**src/hw/rtl/raised_cosine_disk_field_defines.svh**
```systemverilog
// ---------------------------------------------------------------------------
// raised_cosine_disk_field_defines
// assertion macros for the raised-cosine disk field block
// ---------------------------------------------------------------------------
`ifndef RAISED_COSINE_DISK_FIELD_DEFINES_SVH
`define RAISED_COSINE_DISK_FIELD_DEFINES_SVH

`ifndef SYNTHESIS
`define RCDF_ASSERT_IMPLIES(label, clk, rst, pre, post) \
   label: assert property (@(posedge clk) disable iff (rst) (pre) |-> (post)) \
      else $error("rcdf implication check failed");
`define RCDF_ASSERT_NEVER(label, clk, rst, cond) \
   label: assert property (@(posedge clk) disable iff (rst) !(cond)) \
      else $error("rcdf forbidden condition seen");
`else
`define RCDF_ASSERT_IMPLIES(label, clk, rst, pre, post)
`define RCDF_ASSERT_NEVER(label, clk, rst, cond)
`endif

`endif

```
**src/hw/rtl/rcdf_pkg.sv**
```systemverilog
// ---------------------------------------------------------------------------
// rcdf_pkg
// types, constants and the weight table function of the disk field block
// ---------------------------------------------------------------------------
package rcdf_pkg;

   localparam int COS_TABLE_ENTRIES_DEF = 256;
   localparam int FRAC_BITS_DEF         = 16;

   localparam int W_BITS       = 16;
   localparam int WEIGHT_W     = W_BITS + 1;
   localparam int SQRT_STEPS   = 32;
   localparam int DIST_STAGES  = 3;
   localparam int CLASS_STAGES = 1;
   localparam int BLEND_STAGES = 4;

   localparam logic [63:0] PI_Q30  = 64'd3373259426;
   localparam logic [63:0] ONE_Q30 = 64'd1073741824;

   typedef enum logic [2:0] {
      CSR_CENTER_X      = 3'd0,
      CSR_CENTER_Y      = 3'd1,
      CSR_DISK_RADIUS   = 3'd2,
      CSR_BAND_WIDTH    = 3'd3,
      CSR_INSIDE_VALUE  = 3'd4,
      CSR_OUTSIDE_VALUE = 3'd5
   } csr_index_type;

   typedef enum logic [1:0] {
      CLS_INSIDE  = 2'd0,
      CLS_BAND    = 2'd1,
      CLS_OUTSIDE = 2'd2
   } band_class_type;

   typedef struct packed {
      logic signed [31:0] point_x;
      logic signed [31:0] point_y;
      logic [31:0]        node_tag;
   } req_type;

   typedef struct packed {
      logic signed [31:0] field_value;
      logic [31:0]        result_tag;
   } rsp_type;

   typedef struct packed {
      band_class_type cls;
      logic [31:0]    tag;
   } side_type;

   function automatic logic [63:0] clamp_pos(input logic signed [63:0] v);
      return (v < 0) ? 64'd0 : 64'(v);
   endfunction

   // cos^2(a) in Q16 from angle a in Q30, horner series through a^12
   function automatic logic [WEIGHT_W-1:0] weight_of_angle(input logic [63:0] a);
      logic [63:0]        x;
      logic signed [63:0] c;
      logic [63:0]        c2;
      x  = (a * a) >> 30;
      c  = signed'(ONE_Q30);
      c  = signed'(ONE_Q30) - signed'(((x * clamp_pos(c)) >> 30) / 64'd132);
      c  = signed'(ONE_Q30) - signed'(((x * clamp_pos(c)) >> 30) / 64'd90);
      c  = signed'(ONE_Q30) - signed'(((x * clamp_pos(c)) >> 30) / 64'd56);
      c  = signed'(ONE_Q30) - signed'(((x * clamp_pos(c)) >> 30) / 64'd30);
      c  = signed'(ONE_Q30) - signed'(((x * clamp_pos(c)) >> 30) / 64'd12);
      c  = signed'(ONE_Q30) - signed'(((x * clamp_pos(c)) >> 30) / 64'd2);
      if (c < 0) begin
         c = 64'sd0;
      end
      if (c > signed'(ONE_Q30)) begin
         c = signed'(ONE_Q30);
      end
      c2 = 64'(c) * 64'(c);
      return WEIGHT_W'((c2 + (64'd1 << (59 - W_BITS))) >> (60 - W_BITS));
   endfunction

endpackage

```
**src/hw/rtl/rcdf_div.sv**
```systemverilog
// ---------------------------------------------------------------------------
// rcdf_div
// band position quotient, restoring division with one quotient bit per stage
// ---------------------------------------------------------------------------
module rcdf_div #(
   parameter int FRAC_BITS = rcdf_pkg::FRAC_BITS_DEF
) (
   input  logic                  clock,
   input  logic                  reset,
   input  logic                  in_valid,
   input  logic [32:0]           in_num,
   input  logic [31:0]           in_den,
   input  rcdf_pkg::side_type    in_side,
   output logic                  out_valid,
   output logic [FRAC_BITS-1:0]  out_quot,
   output rcdf_pkg::side_type    out_side
);
   import rcdf_pkg::*;

   logic                 vld_ff  [FRAC_BITS];
   logic [32:0]          rem_ff  [FRAC_BITS];
   logic [31:0]          den_ff  [FRAC_BITS];
   logic [FRAC_BITS-1:0] quot_ff [FRAC_BITS];
   side_type             side_ff [FRAC_BITS];

   for (genvar s = 0; s < FRAC_BITS; s++) begin : g_step
      logic                 vld_cur, fits;
      logic [32:0]          rem_cur, rem_in;
      logic [33:0]          rem_sh;
      logic [31:0]          den_cur;
      logic [FRAC_BITS-1:0] quot_cur, quot_in;
      side_type             side_cur;

      if (s == 0) begin : g_first
         assign vld_cur  = in_valid;
         assign rem_cur  = in_num;
         assign den_cur  = in_den;
         assign quot_cur = '0;
         assign side_cur = in_side;
      end else begin : g_next
         assign vld_cur  = vld_ff[s-1];
         assign rem_cur  = rem_ff[s-1];
         assign den_cur  = den_ff[s-1];
         assign quot_cur = quot_ff[s-1];
         assign side_cur = side_ff[s-1];
      end

      always_comb begin
         rem_sh  = {rem_cur, 1'b0};
         fits    = (rem_sh >= {2'b00, den_cur});
         rem_in  = fits ? 33'(rem_sh - {2'b00, den_cur}) : rem_sh[32:0];
         quot_in = {quot_cur[FRAC_BITS-2:0], fits};
      end

      always_ff @(posedge clock) begin
         if (reset) begin
            vld_ff[s] <= 1'b0;
         end else begin
            vld_ff[s] <= vld_cur;
         end
      end

      always_ff @(posedge clock) begin
         rem_ff[s]  <= rem_in;
         den_ff[s]  <= den_cur;
         quot_ff[s] <= quot_in;
         side_ff[s] <= side_cur;
      end
   end

   assign out_valid = vld_ff[FRAC_BITS-1];
   assign out_quot  = quot_ff[FRAC_BITS-1];
   assign out_side  = side_ff[FRAC_BITS-1];

endmodule

```
**config.mk**
```make
export PLATFORM = sky130hd
export DESIGN_NAME = rcdf_div
export DESIGN_NICKNAME = d
export VERILOG_FILES = /design/src/hw/rtl/raised_cosine_disk_field_defines.svh /design/src/hw/rtl/rcdf_pkg.sv /design/src/hw/rtl/rcdf_div.sv
export SDC_FILE = /design/constraint.sdc
export NUM_CORES = 2
export LEC_CHECK = 0
export BUFFER_PORTS_ARGS = -buffer_cell sky130_fd_sc_hd__buf_4
export CAP_MARGIN = 30
export CORE_UTILIZATION = 55
export DETAILED_ROUTE_END_ITERATION = 7
export MAX_ROUTING_LAYER = met4
export PLACE_DENSITY = 0.81
export SETUP_SLACK_MARGIN = 0.5
export SYNTH_ARGS = -nofsm -noshare
export SYNTH_HDL_FRONTEND = slang
export SYNTH_SLANG_ARGS = --single-unit
```
**constraint.sdc**
```tcl
create_clock -name clock -period 3.5 [get_ports clock]
set_input_delay 0.525 -clock clock [delete_from_list [all_inputs] [get_ports clock]]
set_output_delay 0.525 -clock clock [all_outputs]
set_load 0.05 [all_outputs]
```
# Word-level counts from Yosys, hierarchy flattened
# Memory sizes are Yosys's and may differ from the RTL's.
# Index checks and enable logic that the tools add are counted.
[word_totals]
word_cells = 88
regBits = 0
in_bits = 102
output_inout_bits = 51
n_memories = 5
mem_bits_rw = 1856
[memory_table]
columns = ["name", "depth", "width", "read_ports", "rd_ports_with_merged_regs", "wr", "line_no", "text"]
rows = [
  ["side_ff", 16, 34, 16, 0, 16, "rcdf_div.sv:24", "side_type side_ff [FRAC_BITS];"],
  ["rem_ff", 16, 33, 15, 0, 16, "rcdf_div.sv:21", "logic [32:0] rem_ff [FRAC_BITS];"],
  ["den_ff", 16, 32, 15, 0, 16, "rcdf_div.sv:22", "logic [31:0] den_ff [FRAC_BITS];"],
  ["quot_ff", 16, 16, 16, 0, 16, "rcdf_div.sv:23", "logic [FRAC_BITS-1:0] quot_ff [FRAC_BITS];"],
  ["vld_ff", 16, 1, 16, 0, 16, "rcdf_div.sv:20", "logic vld_ff [FRAC_BITS];"],
]
[classes]
n_mux = 35
bitwise_logic = 16
n_addsub = 16
order_cmp = 16
[ops]
columns = ["op", "count"]
rows = [
  ["34-bit by 32-bit >= comparator with 1-bit output", 16],
  ["33-bit 2-to-1 mux", 16],
  ["33-bit by 32-bit subtractor with 33-bit output", 16],
  ["1-bit 2-to-1 mux", 19],
  ["1-bit bitwise OR", 16],
]

# Logic depth before layout (Yosys ltp)
[depth]
word_depth = 3
ltp_mapped = 15

# Worst setup path after synthesis
# No wires, ideal clock.
[synth_path]
path_kind = "input-to-reg"
startpoint = "in in_den[2]"
endpoint = "mem rem_ff[0][11]"
t_required_ps = 3372
cell_stages = 12
arrival_ps = 3019
path_buffers = 1
path_slack_ps = 353
cell_sequence = "inv_1 -> ha_1 -> nor2b_1 -> o21ai_1 -> a21oi_1 -> nor4b_1 -> o31ai_1 -> a41o_1 -> a211o_1 -> a31oi_2 -> clkbuf_1 -> o21ai_0"
[synth_lines]
columns = ["element", "line_no", "text"]
rows = [
  ["start: declaration", "rcdf_div.sv:12", "input logic [31:0] in_den,"],
  ["end: declaration", "rcdf_div.sv:21", ""],
]

==> out/results.txt <==
Syn Nets = 7352
Synth Area in XOR/XNOR = 5.58%
Final #Nets = 7966
post-synthesis cell count = 6724
Vias = 50.2k
minimum clock period = 3.13 ns
placed cells = 8381
Arr. time, crit path = 3.78 ns
die width = 347 um
Chip Height = 347 um
Synth area leaders = dfxtp_1, ha_1, a21oi_1, inv_1, o21ai_0
Cell Area, Synth = 0.0656 sq mm
Yosys warnings = 0
Total Wirelength = 167 mm
Num CTS Buffers = 164
H-tree levels = 4
total track usage = 26.0%
Compound-Gate Fraction of Synth Area = 16.9%
IO Port Bufs = 152
Clock transition at path regs = 0.06 ns
Worst-Skew Late Latency = 0.80 ns
post-synthesis sequential area ratio = 51.0%
Finished Core Util = 69.7%
number of global-route vias before repair = 48.4k
kind of start point of the critical path = input port
status = finished clean
first-pass GRT wire length = 246 mm
P&R area growth vs syn = 25.6%
async set or reset register ratio after synthesis = 0%
DRC Markers = 0
Power Density = 1060 mW/mm^2
Layout Skew = 0.0269 ns
initial antenna violation count = 0
RSZ-0062 raised after global routing = true
simple-gate portion of the synthesized area = 10.2%
Fmax = 320 MHz
core area = 0.118 sq mm
placed cell area = 0.0693 sq mm
Routed Antenna Nets = 0
Top FF cell, synth = dfxtp_1
die area = 0.121 sq mm
Hold Vio Cnt, Final = 0
Slowest-stage cell, CP = dlygate4sd3_1
Period Utilization, post-route = 89.4%
initial core utilization = 55.5%
Post-synth EDFFs = 0
share of the synthesized area in the top cell type = 51.0%
Rows = 126
Post-Syn Area per Cell = 9.76 sq um
Max Cap Viol = 0
main combinational cell family by area after synthesis = compound AO/OA/AOI/OAI gates
Crit Path Category = in -> reg
Max FO, Critical Path = 18
Synth area leader = dfxtp_1
hpwl dp = 111 mm
Adder-Cell Fraction of Synth Area = 10.2%
clk buf depth = 3
CP cell instances = dlygate4sd3_1, buf_4, fa_2, nor2b_2, o21ai_1, a21oi_2, nor4b_4, o31ai_2, a41o_1, a211o_1, a31oi_4, buf_4, buf_12, a311oi_1, a2bb2oi_1
Slowest Stage Delay on Critical Path = 0.54 ns
drt wl/cell = 18.6 um
largest net degree at the start of global routing = 53
grt ovf = 0
layout cells sized above 1 = 20.6%
Slew Viols, Final = 0
#FFs+latches synth = 1671
Worst Setup End Kind = register
CP most frequent cell = buf_4
Crit path required time = 4.15 ns
CTS tree = yes
leakage = 37.4 nW
Vias/cell = 5.57
drt initial violations = 3323
TritonCTS sink count = 1671
Detailed Routing Iterations Pass 1 = 5
Max rail drop VDD = 647 uV
Layout Cells excl Fill = 9011
Distinct cells, synth = 85
Hold WC Path Type = in -> reg
worst rel slew slack = 48.6%
mux cell area share after synthesis = 1.43%
Root Buffer = clkbuf_16
Final Setup Violations = 0
I/O Pins = 153
RePlAce Congestion = 1.01
Worst-Margin Slew = 0.769 ns
design area = 0.0824 sq mm
-- power breakdown --
group	internal, W	switching (W)	total (W)	leakage, nW
clock network	0.0111	0.00758	0.0187	2.88
logic	0.0197	0.0225	0.0423	20.4
registers	0.0236	0.00302	0.0266	14.1
total	0.0544	0.0332	0.0876	37.4
-- synth_stat cells, drive strengths merged (15+ instances only) --
cell type and n:
and2 38, a221o 16, fa 15, nand2b 56
xnor2 233, a21boi 23, o21a 56, mux2 79
a211oi 38, buf 40, inv 646, a31oi 75
nand2 519, nand3 87, and3 54, o21bai 76
clkbuf 130, a21oi 586, nor2 343, xor2 185
nand4 80, ha 511, o21ai 470, or3 16
a221oi 17, o31ai 27, and4 16, o211ai 16
dfxtp 1671, nor3 52, a21o 258, nor2b 90
-- layout make-up --
| class | instances | area [sq um] |
|---|---|---|
| Inverter | 646 | 2430 |
| Clock inverter | 81 | 1270 |
| Multi-Input combinational cell | 4237 | 32400 |
| Antenna cell | 2 | 5.00 |
| Tap cell | 1536 | 1920 |
| Timing Repair Buffer | 618 | 6190 |
| Clock buffer | 220 | 4650 |
| Sequential cell | 1671 | 33500 |
| Fill cell | 8247 | 35800 |
-- metal layers --
metal	vias to the layer above	global-route usage, %	part of all wire, %
li1	24278	-	-
met1	23556	27.1	37
met2	1774	47.1	52
met3	619	3.88	4.7
met4	0	13.8	6.4
met5	-	-	0
-- cell usage in the layout (no fill, tap or decap), types with 58 or more instances in the layout --
| master | n |
|---|---|
| a21oi_1 | 483 |
| dfxtp_1 | 1605 |
| a31oi_1 | 58 |
| o21bai_1 | 74 |
| dfxtp_2 | 60 |
| inv_1 | 626 |
| nand4_1 | 80 |
| nand2_1 | 456 |
| a21o_1 | 255 |
| dlygate4sd3_1 | 101 |
| xor2_1 | 185 |
| nor2b_1 | 77 |
| a21oi_2 | 92 |
| nand3_1 | 84 |
| xnor2_1 | 233 |
| o21ai_1 | 92 |
| clkbuf_16 | 188 |
| o21ai_0 | 317 |
| nor2_1 | 285 |
| ha_1 | 424 |
| buf_4 | 400 |
-- cells by family after synthesis --
group,count (synthesis)
xor+xnor,418
compound gates,1790
flops,1671
buf+inv,816
simple gates,1419
fa+ha+maj,526
mux,84
-- per-stage QoR --
step | hold WS, ns | setup TNS (ns) | setup slack [ns] | power, W
floorplan | 0.310 | 0 | 0.519 | 0.0503
global placement | 0.309 | -0.0610 | -0.0160 | 0.0585
detailed placement | 0.312 | -1.21 | -0.106 | 0.0592
CTS | 0.0481 | 0 | 0.447 | 0.0816
global route | 0.151 | 0 | 0.350 | 0.0925
finish | 0.173 | 0 | 0.371 | 0.0876
-- worst max-delay path, delay by kind of cell --
family,cells,cell delay [ns]
AOI/OAI and AO/OA,8,1.66
buffers and inverters,4,1.00
adders and majority gates,1,0.36
and+or+nand+nor,2,0.22
-- worst paths after layout --
kind	start	endpoint	slack, ns	cells after the start
min	in_den[0]	rem_ff[0][1]$_DFF_P_	0.17	3
max	in_den[1]	rem_ff[0][31]$_DFF_P_	0.37	15
min reg2reg	side_ff[1][18]$_DFF_P_	side_ff[1][52]$_DFF_P_	0.31	0
max reg2reg	den_ff[1][101]$_DFF_P_	rem_ff[1][132]$_SDFF_PN0_	0.43	13
-- flip-flops by register name, indices dropped and copies added, names as in the netlist --
name	count
side_ff	544
rem_ff	495
den_ff	480
quot_ff	136
vld_ff	16
-- repair_timing --
item                                    4_1_cts  5_1_grt
cloned                                       16       32
resized for setup                           301      704
buffers inserted                             73      105
pin swaps                                    92      205
hold buffers                                101        0
endpoints found under the setup margin      449      474
hold endpoints to repair                    115        0
(Power assumes the default switching activity.)
