$ cat config.mk
export PLATFORM = sky130hd
export DESIGN_NAME = rcdf_dist
export DESIGN_NICKNAME = d
export VERILOG_FILES = /design/src/hw/rtl/raised_cosine_disk_field_defines.svh /design/src/hw/rtl/rcdf_pkg.sv /design/src/hw/rtl/rcdf_dist.sv
export SDC_FILE = /design/constraint.sdc
export NUM_CORES = 2
export LEC_CHECK = 0
export BUFFER_PORTS_ARGS = -buffer_cell sky130_fd_sc_hd__clkbuf_2
export CAP_MARGIN = 20
export CORE_MARGIN = 2
export CORE_UTILIZATION = 29
export DETAILED_ROUTE_END_ITERATION = 7
export HOLD_SLACK_MARGIN = 0.03
export PLACE_DENSITY_LB_ADDON = 0.3
export SLEW_MARGIN = 25
export SYNTH_ARGS = -nofsm -noshare
export SYNTH_HDL_FRONTEND = slang
export SYNTH_SLANG_ARGS = --single-unit
$ cat constraint.sdc
create_clock -name clock -period 10.2 [get_ports clock]
set_input_delay 1.53 -clock clock [delete_from_list [all_inputs] [get_ports clock]]
set_output_delay 1.53 -clock clock [all_outputs]
set_load 0.02 [all_outputs]
$ cat src/hw/rtl/raised_cosine_disk_field_defines.svh
// ---------------------------------------------------------------------------
// raised_cosine_disk_field_defines
// assertion macros for the raised-cosine disk field block
// ---------------------------------------------------------------------------
`ifndef RAISED_COSINE_DISK_FIELD_DEFINES_SVH
`define RAISED_COSINE_DISK_FIELD_DEFINES_SVH

`ifndef SYNTHESIS
`define RCDF_ASSERT_IMPLIES(label, clk, rst, pre, post) \
   label: assert property (@(posedge clk) disable iff (rst) (pre) |-> (post)) \
      else $error("rcdf implication check failed");
`define RCDF_ASSERT_NEVER(label, clk, rst, cond) \
   label: assert property (@(posedge clk) disable iff (rst) !(cond)) \
      else $error("rcdf forbidden condition seen");
`else
`define RCDF_ASSERT_IMPLIES(label, clk, rst, pre, post)
`define RCDF_ASSERT_NEVER(label, clk, rst, cond)
`endif

`endif

$ cat src/hw/rtl/rcdf_pkg.sv
// ---------------------------------------------------------------------------
// rcdf_pkg
// types, constants and the weight table function of the disk field block
// ---------------------------------------------------------------------------
package rcdf_pkg;

   localparam int COS_TABLE_ENTRIES_DEF = 256;
   localparam int FRAC_BITS_DEF         = 16;

   localparam int W_BITS       = 16;
   localparam int WEIGHT_W     = W_BITS + 1;
   localparam int SQRT_STEPS   = 32;
   localparam int DIST_STAGES  = 3;
   localparam int CLASS_STAGES = 1;
   localparam int BLEND_STAGES = 4;

   localparam logic [63:0] PI_Q30  = 64'd3373259426;
   localparam logic [63:0] ONE_Q30 = 64'd1073741824;

   typedef enum logic [2:0] {
      CSR_CENTER_X      = 3'd0,
      CSR_CENTER_Y      = 3'd1,
      CSR_DISK_RADIUS   = 3'd2,
      CSR_BAND_WIDTH    = 3'd3,
      CSR_INSIDE_VALUE  = 3'd4,
      CSR_OUTSIDE_VALUE = 3'd5
   } csr_index_type;

   typedef enum logic [1:0] {
      CLS_INSIDE  = 2'd0,
      CLS_BAND    = 2'd1,
      CLS_OUTSIDE = 2'd2
   } band_class_type;

   typedef struct packed {
      logic signed [31:0] point_x;
      logic signed [31:0] point_y;
      logic [31:0]        node_tag;
   } req_type;

   typedef struct packed {
      logic signed [31:0] field_value;
      logic [31:0]        result_tag;
   } rsp_type;

   typedef struct packed {
      band_class_type cls;
      logic [31:0]    tag;
   } side_type;

   function automatic logic [63:0] clamp_pos(input logic signed [63:0] v);
      return (v < 0) ? 64'd0 : 64'(v);
   endfunction

   // cos^2(a) in Q16 from angle a in Q30, horner series through a^12
   function automatic logic [WEIGHT_W-1:0] weight_of_angle(input logic [63:0] a);
      logic [63:0]        x;
      logic signed [63:0] c;
      logic [63:0]        c2;
      x  = (a * a) >> 30;
      c  = signed'(ONE_Q30);
      c  = signed'(ONE_Q30) - signed'(((x * clamp_pos(c)) >> 30) / 64'd132);
      c  = signed'(ONE_Q30) - signed'(((x * clamp_pos(c)) >> 30) / 64'd90);
      c  = signed'(ONE_Q30) - signed'(((x * clamp_pos(c)) >> 30) / 64'd56);
      c  = signed'(ONE_Q30) - signed'(((x * clamp_pos(c)) >> 30) / 64'd30);
      c  = signed'(ONE_Q30) - signed'(((x * clamp_pos(c)) >> 30) / 64'd12);
      c  = signed'(ONE_Q30) - signed'(((x * clamp_pos(c)) >> 30) / 64'd2);
      if (c < 0) begin
         c = 64'sd0;
      end
      if (c > signed'(ONE_Q30)) begin
         c = signed'(ONE_Q30);
      end
      c2 = 64'(c) * 64'(c);
      return WEIGHT_W'((c2 + (64'd1 << (59 - W_BITS))) >> (60 - W_BITS));
   endfunction

endpackage

$ cat src/hw/rtl/rcdf_dist.sv
// ---------------------------------------------------------------------------
// rcdf_dist
// offset from centre, squares and saturated sum of squares, three stages
// ---------------------------------------------------------------------------
module rcdf_dist (
   input  logic                clock,
   input  logic                reset,
   input  logic                in_valid,
   input  rcdf_pkg::req_type   in_req,
   input  logic signed [31:0]  center_x,
   input  logic signed [31:0]  center_y,
   output logic                out_valid,
   output logic [63:0]         out_sum,
   output logic [31:0]         out_tag
);
   import rcdf_pkg::*;

   logic [DIST_STAGES-1:0] vld_ff;
   logic [31:0]            ax_ff, ay_ff, ax_in, ay_in;
   logic [63:0]            sqx_ff, sqy_ff;
   logic [63:0]            sum_ff, sum_in;
   logic [31:0]            tag0_ff, tag1_ff, tag2_ff;
   logic signed [32:0]     dx, dy;
   logic [64:0]            sum_wide;

   always_comb begin
      dx    = {in_req.point_x[31], in_req.point_x} - {center_x[31], center_x};
      dy    = {in_req.point_y[31], in_req.point_y} - {center_y[31], center_y};
      ax_in = dx[32] ? (~dx[31:0] + 32'd1) : dx[31:0];
      ay_in = dy[32] ? (~dy[31:0] + 32'd1) : dy[31:0];
      sum_wide = {1'b0, sqx_ff} + {1'b0, sqy_ff};
      sum_in   = sum_wide[64] ? '1 : sum_wide[63:0];
   end

   always_ff @(posedge clock) begin
      if (reset) begin
         vld_ff <= '0;
      end else begin
         vld_ff <= {vld_ff[DIST_STAGES-2:0], in_valid};
      end
   end

   always_ff @(posedge clock) begin
      ax_ff   <= ax_in;
      ay_ff   <= ay_in;
      tag0_ff <= in_req.node_tag;
      sqx_ff  <= 64'(ax_ff) * 64'(ax_ff);
      sqy_ff  <= 64'(ay_ff) * 64'(ay_ff);
      tag1_ff <= tag0_ff;
      sum_ff  <= sum_in;
      tag2_ff <= tag1_ff;
   end

   assign out_valid = vld_ff[DIST_STAGES-1];
   assign out_sum   = sum_ff;
   assign out_tag   = tag2_ff;

endmodule

# Word level (Yosys, flattened, before mapping)
# Cells that the tools add are included.
# W data, S select, Z words.
[classes] n_bitwise=2 n_mux=2 addsub=5 n_mul=2
[op_table] cell="$mul A32 B32 Y64" n=2
[op_table] cell="$sub A32 B32 Y33" n=2
[op_table] cell="$add A64 B64 Y65" n=1
[op_table] cell="$add A32 B1 Y32 const B" n=2
[op_table] cell="$mux W32" n=2
[op_table] cell="$not A32 Y32" n=2
[totals] in_bits=163 out_inout_bits=97 word_cells=20 register_bits=355

# Depth between registers and ports, before layout
[logic_depth] ltp_word=4 ltp_mapped=31 mapped_depth_nobuf=29

# Least setup slack after synthesis
# Ideal clock, no wire load.
[synth_path] path_type="reg2reg" from="register ay_ff[14]" to="register sqy_ff[62]" setup_slack_ns=2.484 setup_time_ns=0.118 required_ns=10.082 stages_incl_launch_ff=29 arrival_time_ns=7.597 path_cell_list="dfxtp_1 -> clkbuf_1 -> clkbuf_1 -> nand2_1 -> fa_1 -> inv_1 -> fa_1 -> inv_1 -> fa_1 -> fa_1 -> inv_1 -> fa_1 -> inv_1 -> fa_1 -> inv_1 -> fa_1 -> fa_1 -> ha_1 -> a21oi_1 -> o21ai_0 -> o21a_1 -> nor2_1 -> or3_1 -> o21ai_0 -> a221oi_1 -> o21a_1 -> o31ai_1 -> a21oi_1 -> xnor2_1"
[synth_via] elab_chain_cells=1
[synth_lines] element="from (decl)" line_no="rcdf_dist.sv:19" text="logic [31:0] ax_ff, ay_ff, ax_in, ay_in;"
[synth_lines] element="from (signal assigned)" line_no="rcdf_dist.sv:45" text="ay_ff <= ay_in;"
[synth_lines] element="$mul A32 B32 Y64" line_no="rcdf_dist.sv:48" text="sqy_ff <= 64'(ay_ff) * 64'(ay_ff);"
[synth_lines] element="to (signal assigned)" line_no="rcdf_dist.sv:48"
[synth_lines] element="to (decl)" line_no="rcdf_dist.sv:20" text="logic [63:0] sqx_ff, sqy_ff;"
# No other way between the ends.
# A chain may end at the register's enable or synchronous reset.

# Worst setup path after layout
[layout_path] from="register ax_ff[3]" to="register sqx_ff[60]"
[layout_via] elab_chain_cells=1
[layout_lines] element="from (decl)" line_no="rcdf_dist.sv:19"
[layout_lines] element="from (signal assigned)" line_no="rcdf_dist.sv:44" text="ax_ff <= ax_in;"
[layout_lines] element="$mul A32 B32 Y64" line_no="rcdf_dist.sv:47" text="sqx_ff <= 64'(ax_ff) * 64'(ax_ff);"
[layout_lines] element="to (signal assigned)" line_no="rcdf_dist.sv:47"
[layout_lines] element="to (decl)" line_no="rcdf_dist.sv:20"
# No other way between the ends.

==> impl_results.md <==
- Setup tns final: 0 ps
- Port Buf Inserts: 259
- CTS tree: yes
- Count of different cell masters after synthesis: 89
- Share of cells above drive strength 1: 6.37%
- FP Rows: 185
- Clk sink count: 353
- Cells after Synth: 7,882
- Core Region: 253,000 sq um
- Largest net degree at the start of global routing: 52
- Placed Instances: 11,300
- Ratio of final minimum period to clock period: 90.8%
- Clock Latency Late Sink: 700 ps
- Nets: 10,500
- Outcome: complete, no violations
- Worst slew pin tran: 1090 ps
- Reg2reg setup slack: 940 ps
- Critical path launch point type: flop
- CP peak stage delay: 970 ps
- Via count: 52,200
- Antenna violations before repair: 8
- Post-CTS Resized: 0
- H-Tree Depth: 2
- Slowest cell on the critical path: dfxtp_1
- Clock skew: 73.9 ps
- F_max: 108 MHz
- Layout area overhead: 9.28%
- Crit path from: ax_ff[3]$_DFF_P_
- Yosys top cell area share: 43.0%
- Main flop type after synthesis: dfxtp_1
- Sequential area share after synthesis: 9.58%
- Crit path top cell by count: fa_1
- Global-route usage over all layers: 15.8%
- Post-synth EDFFs: 0
- I/O pins: 260
- Grt total ovfl: 0
- Avg Cell Area, Syn: 9.36 sq um
- Unrepaired setup endpoints after global routing: false
- Synth Register Bits: 353
- Placer congestion estimate: 0.882
- Hold crit path type: flop to flop
- Detailed router's first-iteration violation count: 2,881
- Die height: 508 um
- Slew headroom: 26.7%
- Critical Path RT: 10,760 ps
- Reg2reg start: ax_ff[3]$_DFF_P_
- Critical path data arrival time: 9820 ps
- Final Non-Filler Cells: 11,400
- First-pass GRT wire length: 322,000 um
- Worst-path clk slew: 60 ps
- Wirelength per Cell: 17.3 um
- Initial Util: 29.1%
- Num CTS Buffers: 46
- Kind of critical path: flop to flop
- Post-synth ARST share: 0%
- Ys Warns: 0
- Die area: 258,000 sq um
- Final HPWL DP: 167,000 um
- Crit Path Max Fanout: 20
- Max clock buf depth: 3
- Post-Syn Nets: 10,400
- Fin. Hold Viols: 0
- Setup violators final: 0
- Max-slew violations: 0
- Critical Path End: sqx_ff[60]$_DFF_P_
- DRC viols: 0
- Initial DRT Pass Iterations: 6
- Cts hold-fix bufs: 0
- Max cap viols: 0
- Synth area leader: fa_1
- Setup Fix Bufs, Post-CTS: 0
- Largest cells by area after synthesis: fa_1, ha_1, inv_1
- Worst setup EP type: flop
- Post-layout util: 31.8%
- Clock tree root buffer cell: clkbuf_16
- Cells on worst reg2reg path: 27
- Fin crit period: 9260 ps
- Total Wirelength: 198,000 um
- Syn Std Cell Area: 73,800 sq um
- Antenna Nets Post-Route: 0
- Vias in the first global route: 58,200
- Drt via density: 4.57
- Reg-to-reg endpoint: sqx_ff[60]$_DFF_P_
- Die X: 508 um
[state kept, by name, summed over array words and instances, names as in the netlist]
register	cells
out_sum	64
sqx_ff	63
sqy_ff	63
ax_ff	32
ay_ff	32
out_tag	32
tag0_ff	32
tag1_ff	32
vld_ff	3
[worst min path at each step]
stage	startpoint	to	cells after the start
floorplan	tag1_ff[0]$_DFF_P_	out_tag[0]$_DFF_P_	0
global placement	tag0_ff[12]$_DFF_P_	tag1_ff[12]$_DFF_P_	0
detailed placement	tag1_ff[19]$_DFF_P_	out_tag[19]$_DFF_P_	0
CTS	tag1_ff[2]$_DFF_P_	out_tag[2]$_DFF_P_	0
global route	tag0_ff[9]$_DFF_P_	tag1_ff[9]$_DFF_P_	0
finish	tag1_ff[2]$_DFF_P_	out_tag[2]$_DFF_P_	0
[critical path, delay by kind of cell (launching register included)]
family,cells,cell delay (ps)
flip-flops,1,970
buffers and inverters,6,640
AO/OA/AOI/OAI,10,3390
adder cells (fa/ha/maj),9,3860
XOR/XNOR,1,130
AND/OR/NAND/NOR,1,110
[per-stage QoR]
step / cell area (sq um) / hold slack [ps] / worst slack (ps)
CTS: 80600 / 327 / 1010
finish: 80600 / 323 / 939
floorplan: 73800 / 310 / 2480
global route: 80600 / 329 / 343
global placement: 79000 / 310 / 1250
detailed placement: 79000 / 312 / 1120
[metal layers]
metal	track usage (%)	vias up	routed length (um)
met4	4.61	2	6350
li1	-	24100	-
met2	27.4	1142	98000
met1	20.4	26700	84300
met5	0	-	9
met3	2.00	245	9000
[cell usage in the layout, fill, tap and decap left out, drive strengths merged, types with 14 or more instances in the layout]
master | Yosys | layout
a31oi | 33 | 33
nor3 | 35 | 35
or2 | 20 | 20
o31ai | 35 | 35
o211ai | 20 | 20
xnor2 | 217 | 217
clkinv | 1 | 14
nand2 | 675 | 675
xor2 | 132 | 132
a31o | 31 | 31
o21bai | 41 | 41
and3 | 41 | 41
nand4 | 34 | 34
a21oi | 255 | 255
fa | 1585 | 1585
o21a | 32 | 32
a211oi | 21 | 21
o21ai | 156 | 156
buf | 12 | 86
dfxtp | 353 | 353
a21o | 141 | 141
nand2b | 29 | 29
nor2 | 192 | 192
inv | 2052 | 2060
ha | 726 | 726
nand3 | 67 | 67
and2 | 481 | 481
nor2b | 47 | 47
or3 | 25 | 25
clkbuf | 233 | 313
[synth_stat cells (all sizes together) (12+ instances only)]
cell type and instances:
inv 2052, fa 1585, ha 726, nand2 675, and2 481, dfxtp 353
a21oi 255, clkbuf 233, xnor2 217, nor2 192, o21ai 156, a21o 141
xor2 132, nand3 67, nor2b 47, and3 41, o21bai 41, nor3 35
o31ai 35, nand4 34, a31oi 33, o21a 32, a31o 31, nand2b 29
or3 25, a211oi 21, o211ai 20, or2 20, or4 13, buf 12
[final cells by class]
cell class / instances / area, sq um
antenna: 4 / 10.0
clock buffer: 54 / 1230
clock inverter: 28 / 342
fill: 26500 / 173000
inverter: 2053 / 7710
multi-input combinational: 5231 / 58100
sequential: 353 / 7090
tap: 3366 / 4210
timing repair buffer: 345 / 1940
[logic make-up (layout without fill, tap and decap cells)]
| family | after synthesis | in the layout | synth area share [%] |
|---|---|---|---|
| AO/OA/AOI/OAI | 868 | 868 | 7.67 |
| XOR/XNOR | 350 | 350 | 4.18 |
| adder cells (fa/ha/maj) | 2311 | 2311 | 55.3 |
| buffers and inverters | 2298 | 2480 | 11.7 |
| flip-flops | 353 | 353 | 9.58 |
| multiplexers | 11 | 11 | 0.154 |
| other | 0 | 4 | 0 |
| AND/OR/NAND/NOR | 1691 | 1691 | 11.4 |
Power is left out: the tool's default activity adds up to more than one toggle a clock period on the data nets, which glitch-free logic cannot reach.
